## src/rtl/dna_kmer_histogram_macros.svh

```systemverilog
// Assertion helpers for the k-mer histogram RTL.
// Each macro expects clk and rst_n in the enclosing scope.
`ifndef DNA_KMER_HISTOGRAM_MACROS_SVH
`define DNA_KMER_HISTOGRAM_MACROS_SVH

`ifndef SYNTHESIS
// same-cycle implication
`define DKH_ASSERT_IMP(lbl, ante, cons) \
    lbl: assert property (@(posedge clk) disable iff (!rst_n) (ante) |-> (cons)) \
        else $error("dkh: same-cycle check failed");
// next-cycle implication
`define DKH_ASSERT_NXT(lbl, ante, cons) \
    lbl: assert property (@(posedge clk) disable iff (!rst_n) (ante) |=> (cons)) \
        else $error("dkh: next-cycle check failed");
`else
`define DKH_ASSERT_IMP(lbl, ante, cons)
`define DKH_ASSERT_NXT(lbl, ante, cons)
`endif

`endif

```

## src/rtl/dkh_pkg.sv

```systemverilog
`default_nettype none

package dkh_pkg;

    // field widths
    localparam int OP_W    = 2;
    localparam int CHAR_W  = 8;
    localparam int BIN_W   = 20;
    localparam int COUNT_W = 32;
    localparam int WL_W    = 4;
    localparam int RUN_W   = 4;

    // histogram size, log2
    localparam int DKH_BIN_BITS = 20;

    localparam logic [WL_W-1:0]  WL_RESET = 4'd10;
    localparam logic [RUN_W-1:0] RUN_MAX  = 4'd15;

    // operation codes
    localparam logic [OP_W-1:0] OP_FEED     = 2'd0;
    localparam logic [OP_W-1:0] OP_READ     = 2'd1;
    localparam logic [OP_W-1:0] OP_NEW_FILE = 2'd2;

    // characters of interest
    localparam logic [CHAR_W-1:0] CH_LF    = 8'd10;
    localparam logic [CHAR_W-1:0] CH_CR    = 8'd13;
    localparam logic [CHAR_W-1:0] CH_PLUS  = 8'd43;
    localparam logic [CHAR_W-1:0] CH_GT    = 8'd62;
    localparam logic [CHAR_W-1:0] CH_AT    = 8'd64;
    localparam logic [CHAR_W-1:0] CH_UP_A  = 8'd65;
    localparam logic [CHAR_W-1:0] CH_UP_C  = 8'd67;
    localparam logic [CHAR_W-1:0] CH_UP_G  = 8'd71;
    localparam logic [CHAR_W-1:0] CH_UP_T  = 8'd84;
    localparam logic [CHAR_W-1:0] CH_LO_A  = 8'd97;
    localparam logic [CHAR_W-1:0] CH_LO_C  = 8'd99;
    localparam logic [CHAR_W-1:0] CH_LO_G  = 8'd103;
    localparam logic [CHAR_W-1:0] CH_LO_T  = 8'd116;
    localparam logic [CHAR_W-1:0] CH_HIGH  = 8'd128;

    typedef struct packed {
        logic       is_base;
        logic [1:0] code;
    } base_t;

    function automatic base_t base_lookup(input logic [CHAR_W-1:0] b);
        base_t r;
        r.is_base = 1'b1;
        r.code    = 2'd0;
        case (b)
            CH_UP_A, CH_LO_A: r.code = 2'd0;
            CH_UP_C, CH_LO_C: r.code = 2'd1;
            CH_UP_G, CH_LO_G: r.code = 2'd2;
            CH_UP_T, CH_LO_T: r.code = 2'd3;
            default:          r.is_base = 1'b0;
        endcase
        return r;
    endfunction

endpackage

`default_nettype wire

```

## src/rtl/dkh_parser.sv

```systemverilog
`default_nettype none

// Header/sequence parser and rolling 2-bit base index.
module dkh_parser
    import dkh_pkg::*;
#(
    parameter int AW = DKH_BIN_BITS
)
(
    input  wire logic              clk,
    input  wire logic              rst_n,
    input  wire logic              feed,
    input  wire logic              restart,
    input  wire logic [CHAR_W-1:0] char_byte,
    input  wire logic [WL_W-1:0]   word_length,
    output logic                   count_en,
    output logic      [AW-1:0]     count_addr
);

    logic              in_seq_reg,  in_seq_next;
    logic [AW-1:0]     rolling_reg, rolling_next;
    logic [RUN_W-1:0]  run_reg,     run_next;
    base_t             base;

    assign base = base_lookup(char_byte);

    always_comb
    begin
        in_seq_next  = in_seq_reg;
        rolling_next = rolling_reg;
        run_next     = run_reg;
        count_en     = 1'b0;
        if (restart)
        begin
            in_seq_next  = 1'b0;
            rolling_next = '0;
            run_next     = '0;
        end
        else if (feed)
        begin
            if (!in_seq_reg)
            begin
                if (char_byte inside {CH_LF, CH_CR})
                begin
                    in_seq_next = 1'b1;
                end
            end
            else if (char_byte inside {CH_GT, CH_AT, CH_PLUS})
            begin
                in_seq_next  = 1'b0;
                rolling_next = '0;
                run_next     = '0;
            end
            else if (char_byte <= CH_AT || char_byte >= CH_HIGH)
            begin
                // ignored
            end
            else if (base.is_base)
            begin
                // only the low AW bits matter: the bin is the index mod 2**AW
                rolling_next = AW'({rolling_reg, base.code});
                run_next     = (run_reg == RUN_MAX) ? run_reg : run_reg + 1'b1;
                count_en     = (run_next >= word_length);
            end
            else
            begin
                rolling_next = '0;
                run_next     = '0;
            end
        end
    end

    assign count_addr = rolling_next;

    always_ff @(posedge clk or negedge rst_n)
    begin
        if (!rst_n)
        begin
            in_seq_reg  <= 1'b0;
            rolling_reg <= '0;
            run_reg     <= '0;
        end
        else
        begin
            in_seq_reg  <= in_seq_next;
            rolling_reg <= rolling_next;
            run_reg     <= run_next;
        end
    end

endmodule

`default_nettype wire

```

## config.mk

```make
export PLATFORM = sky130hd
export DESIGN_NAME = dkh_parser
export DESIGN_NICKNAME = d
export VERILOG_FILES = /design/src/rtl/dna_kmer_histogram_macros.svh /design/src/rtl/dkh_pkg.sv /design/src/rtl/dkh_parser.sv
export SDC_FILE = /design/constraint.sdc
export NUM_CORES = 1
export LEC_CHECK = 0
export BUFFER_PORTS_ARGS = -buffer_cell sky130_fd_sc_hd__buf_4
export CAP_MARGIN = 20
export CORE_MARGIN = 4
export CORE_UTILIZATION = 45
export DETAILED_ROUTE_END_ITERATION = 7
export GPL_TIMING_DRIVEN = 0
export PLACE_DENSITY = 0.74
export REMOVE_ABC_BUFFERS = 1
export SLEW_MARGIN = 20
export SYNTH_ARGS = -nofsm -noshare
export SYNTH_HDL_FRONTEND = slang
export SYNTH_SLANG_ARGS = --single-unit
```

## constraint.sdc

```tcl
create_clock -name clk -period 3.75 [get_ports clk]
set_input_delay 0.1875 -clock clk [delete_from_list [all_inputs] [get_ports clk]]
set_output_delay 0.1875 -clock clk [all_outputs]
set_load 0.005 [all_outputs]
```

== Word-level counts from Yosys, hierarchy flattened ==
Index checks and enable logic that the tools add are counted.

* Register bits after elaboration: 25
* Latch bits: 0
* Bits in writable memories: 0
* ROM bits: 0
* Logic and storage cells: 58
* Memories kept: 0

* Add/sub/neg operators: 1
* Multipliers: 0
* Divide/modulo/power cells: 0
* $lt $le $gt $ge: 3
* Eq/ne operators: 15
* Shift-type cells: 0
* Multiplexer cells: 26
* Bitwise gates (word level): 0
* Reduce and logical (&&, ||, !) cells: 10

{| class="wikitable"
|+ Operator list
! cell !! number
|-
| 20-bit two-way mux || 6
|-
| 8-bit by 7-bit == test with 1-bit output, second input constant || 9
|-
| 4-bit two-way mux || 7
|-
| 8-bit by 4-bit == test with 1-bit output, second input constant || 2
|-
| 8-bit by 6-bit == test with 1-bit output, second input constant || 2
|-
| 1-bit two-way mux || 12
|-
| 8-bit >= comparator, second input constant || 1
|-
| 8-bit by 7-bit <= comparator with 1-bit output, second input constant || 1
|-
| 8-bit OR reduction || 1
|-
| 2-bit one-hot mux with 3 select lines || 1
|-
| 2-bit nonzero test || 3
|-
| 2-bit OR reduction || 3
|-
| 4-bit by 1-bit adder with 4-bit output, second input constant || 1
|-
| 4-bit == test, second input constant || 1
|-
| 4-bit >= comparator || 1
|-
| 3-bit != test, second input constant || 1
|-
| 3-bit AND reduction || 1
|-
| 3-bit nonzero test || 1
|-
| 1-bit logical OR || 1
|}

== Depth between registers and ports, before layout ==
* Depth in word-level cells: 9
* Depth in mapped cells: 9

== Worst setup path after synthesis ==
No wires, ideal clock.

* Path kind: reg2out
* From: reg run_reg[0]
* To: out count_en
* Arrival time: 2.050 ns
* Data required time: 3.562 ns
* Path slack: 1.512 ns
* Cell stages (with the launch flop): 9
* Path through: dfrtp_1 ha_1 nand3_1 mux2_1 ha_1 a21o_1 a21o_1 a21oi_1 and4bb_1

* Word-level cells in the longest chain between the ends: 9

{| class="wikitable"
|+ RTL lines
! what !! line !! text
|-
| start, declared || dkh_parser.sv:22 || <nowiki>logic [RUN_W-1:0] run_reg, run_next;</nowiki>
|-
| start signal, assigned || dkh_parser.sv:87 || <nowiki>run_reg <= run_next;</nowiki>
|-
| 4-bit by 1-bit adder with 4-bit output or 4-bit == test (tied branches) || dkh_parser.sv:62 || <nowiki>run_next = (run_reg == RUN_MAX) ? run_reg : run_reg + 1'b1;</nowiki>
|-
| 4-bit two-way mux * || dkh_parser.sv:62 ||
|-
| 4-bit >= comparator * || dkh_parser.sv:63 || <nowiki>count_en = (run_next >= word_length);</nowiki>
|-
| 1-bit two-way mux * || dkh_parser.sv:58 || <nowiki>else if (base.is_base)</nowiki>
|-
| 1-bit two-way mux * || dkh_parser.sv:54 || <nowiki>else if (char_byte <= CH_AT || char_byte >= CH_HIGH)</nowiki>
|-
| 1-bit two-way mux * || dkh_parser.sv:48 || <nowiki>else if (char_byte inside {CH_GT, CH_AT, CH_PLUS})</nowiki>
|-
| 1-bit two-way mux * || dkh_parser.sv:41 || <nowiki>if (!in_seq_reg)</nowiki>
|-
| 1-bit two-way mux * || dkh_parser.sv:39 || <nowiki>else if (feed)</nowiki>
|-
| 1-bit two-way mux * || dkh_parser.sv:33 || <nowiki>if (restart)</nowiki>
|-
| end, declared || dkh_parser.sv:16 || <nowiki>output logic count_en,</nowiki>
|}

Mark *: on every way between the ends. The rest lies on a longest branch, timed or not.

== Final worst setup path ==
Same ends and word-level chain as after synthesis.

==> out/results.ini <==
[global_route]
track_usage_pct=14.91
grt_max_degree=27
grt_pass1_vias=1210
grt_pass1_wl_um=5306
grt.overflow.total=0
antenna_found_initial=0

[timing]
hold_viol_final=0
slew_headroom_pct=48.82
rsz0062_at_grt=no
slew_violations=0
tns_ns=0
fin_crit_sh_pct=77.11
worst_slew_pin_slew_ns=0.7659
period_needed_ns=2.892
whs_ns=0.1740
worst_clock_skew_ns=0.009471
setup_violations=0
fmax_ghz=0.3458

[clocking]
clk_pin_slew_ns=0.14
h-tree-depth=1
clockBufferDepth=2
clockRootBuffer=clkbuf_4
cts_tree=done
numClockSinks=25
cts_buffers=3
cts_setup_buffers=0
worstSkewPairLatency_ns=0.31

[critical_path]
worstPathMaxFanout=5
crit_path_end_kind=output port
cp_num_cells=9
critical_path.endpoint=count_en
crit_buf_inv=1
ff2ff_path_depth=5
reg2reg_from=in_seq_reg
critPathSlowestCell=dfrtp_1
max_stage_delay_ns=0.45
r2r_slack_ns=2.09
worstPathRequired_ns=3.56
critPathArrivalTime_ns=2.70
worstSetupStartpointType=flip-flop
crit_chain=ha_1, nand3_1, mux2_1, ha_1, a21o_1, a21o_1, a21oi_1, and4bb_1, buf_4
crit_type=reg2out
startpoint=run_reg[0]
reg2reg_to=rolling_reg[8]
crit_family=adder cells

[yosys]
synth_flop_cell=dfrtp_1
synth_area_um2=1584
synth-xor-area-share_pct=0.5529
synth-simple-area-share_pct=31.60
synth_compound_area_share_pct=18.17
synth_cells=160
yosys_warnings=0
ys_ff_latch=25
synth_adder_area_share_pct=3.949
synth_top_family_by_area=simple AND/OR/NAND/NOR gates
avgSynthCellArea_um2=9.900
synthMuxAreaShare_pct=1.343
ys_types=36
synth.top_cell.area_share_pct=39.49
synthTopCellsByArea=dfrtp_1 39%, nor3_2 11%, a21oi_2 10%
synth-edff-count=0
yosys.area.top_type=dfrtp_1
async_flop_share_pct=100.0
ys_seq_area_share_pct=39.49

[placement]
gp_congestion=0.8445
dp_hpwl_um=2316
placedCellCount=234
portBuffers=36

[floorplanning]
start_util_pct=47.10
die-area_um2=4533
rows=21
die_w_um=67.33
ios=37
die_height_um=67.33
core_um2=3363

[cells_and_area]
drive_above_1_share_pct=42.49
antenna_cells=0
fin_cells=239
largest_reg_flops=20
final_util_pct=56.58
nFillCells=326
syn_to_final_growth_pct=20.14
nets=215

[drt]
ant_nets=0
drt-initial-drc-count=61
num_vias=1258
routed_wl_um=3133
firstDrtPassIters=5
drc=0
wl_per_cell_um=13.11
drt-vias-per-instance=5.264

[pwr]
ir_drop_v=0.0001694
power_density_nw_per_um2=229.1
finalPower_uw=436.0
power_leakage_uw=0.0008764

[worst_hold_path]
hp-class=in2reg

[run_status]
status=complete, no violations

[flow_run]
drv_cap=0

## cells by family (layout without fill, tap and decap cells)
logic type,after synthesis,in the layout
simple gates,78,78
compound gates,37,37
flops,25,25
buf+inv,12,45
fa+ha+maj,5,5
mux,2,2
xor+xnor,1,1
## cell usage in the layout, fill, tap and decap left out, types with 2 or more instances in the layout
cell type  synthesis  routed
buf_4              0      36
nor2_1            28      28
dfrtp_1           25      25
a21oi_2           18      18
nor3_2            17      17
nand2_1            7       7
a21oi_1            7       7
ha_1               5       5
nor3_1             4       4
nand2b_1           4       4
nand3_1            3       3
inv_1              3       3
nand3b_1           3       3
clkbuf_4           0       3
nor3b_1            2       2
a31oi_1            3       2
and4bb_1           2       2
o22ai_1            2       2
a21o_1             2       2
## per-layer routing
metal / vias up / wire, um / global-route usage, %
met5: - / 0 / 0
met3: 2 / 146 / 3.661
met2: 25 / 1581 / 26.01
met1: 596 / 1389 / 18.96
li1: 635 / - / -
met4: 0 / 15 / 2.278
## Yosys cell counts (3+ instances only)
cell	count
nor2_1	28
clkbuf_1	3
a31oi_1	3
nand2_1	7
nor3_1	4
nor3_2	17
ha_1	5
a21oi_2	18
buf_6	4
nand3_1	3
nand2b_1	4
dfrtp_1	25
a21oi_1	7
inv_1	3
nand3b_1	3
## area by class of cell
type                       instances  area [um^2]  area share [%]
clock buffer                       3        22.52           1.183
tap                               46        57.56           3.024
multi-input combinational        123        887.1           46.61
inverter                           3        11.26          0.5917
sequential                        25        625.6           32.87
timing repair buffer              38        291.5           15.32
clock inverter                     1        7.507          0.3945
## timing repair
action | in CTS | in global routing
hold buffers | 1 | 0
setup endpoints to repair | 0 | 0
gates resized for setup | 0 | 0
hold endpoints to repair | 25 | 0
## tightest hold or removal path, cell delays in order
cell and delay, ns:
buf_4 0.09, a41oi_1 0.09, nor2_1 0.08
## stage by stage
| stage | setup WS (ns) | area (um^2) |
|---|---|---|
| global route | 0.6798 | 1903 |
| CTS | 0.8485 | 1903 |
| detailed placement | 1.218 | 1863 |
| global placement | 1.263 | 1846 |
| floorplan | 1.512 | 1518 |
| finish | 0.8583 | 1903 |
## power breakdown
group	total, uW	switching [uW]	internal (uW)	leakage (uW)
clock network	119	78.5	40.6	0.0000139
registers	270	0.132	270	0.000349
logic	47.0	27.4	19.5	0.000513
## how the worst min path moves through the flow
| stage | slack [ns] | depth (start not counted) | start | to |
|---|---|---|---|---|
| floorplan | -0.11 | 0 | rst_n | in_seq_reg |
| global placement | 0.1 | 1 | rst_n | rolling_reg[16] |
| detailed placement | 0.11 | 1 | rst_n | rolling_reg[18] |
| CTS | 0.16 | 3 | feed | in_seq_reg |
| global route | 0.17 | 3 | feed | in_seq_reg |
| finish | 0.17 | 3 | feed | in_seq_reg |
No activity file was read; power rests on OpenSTA's default activity.
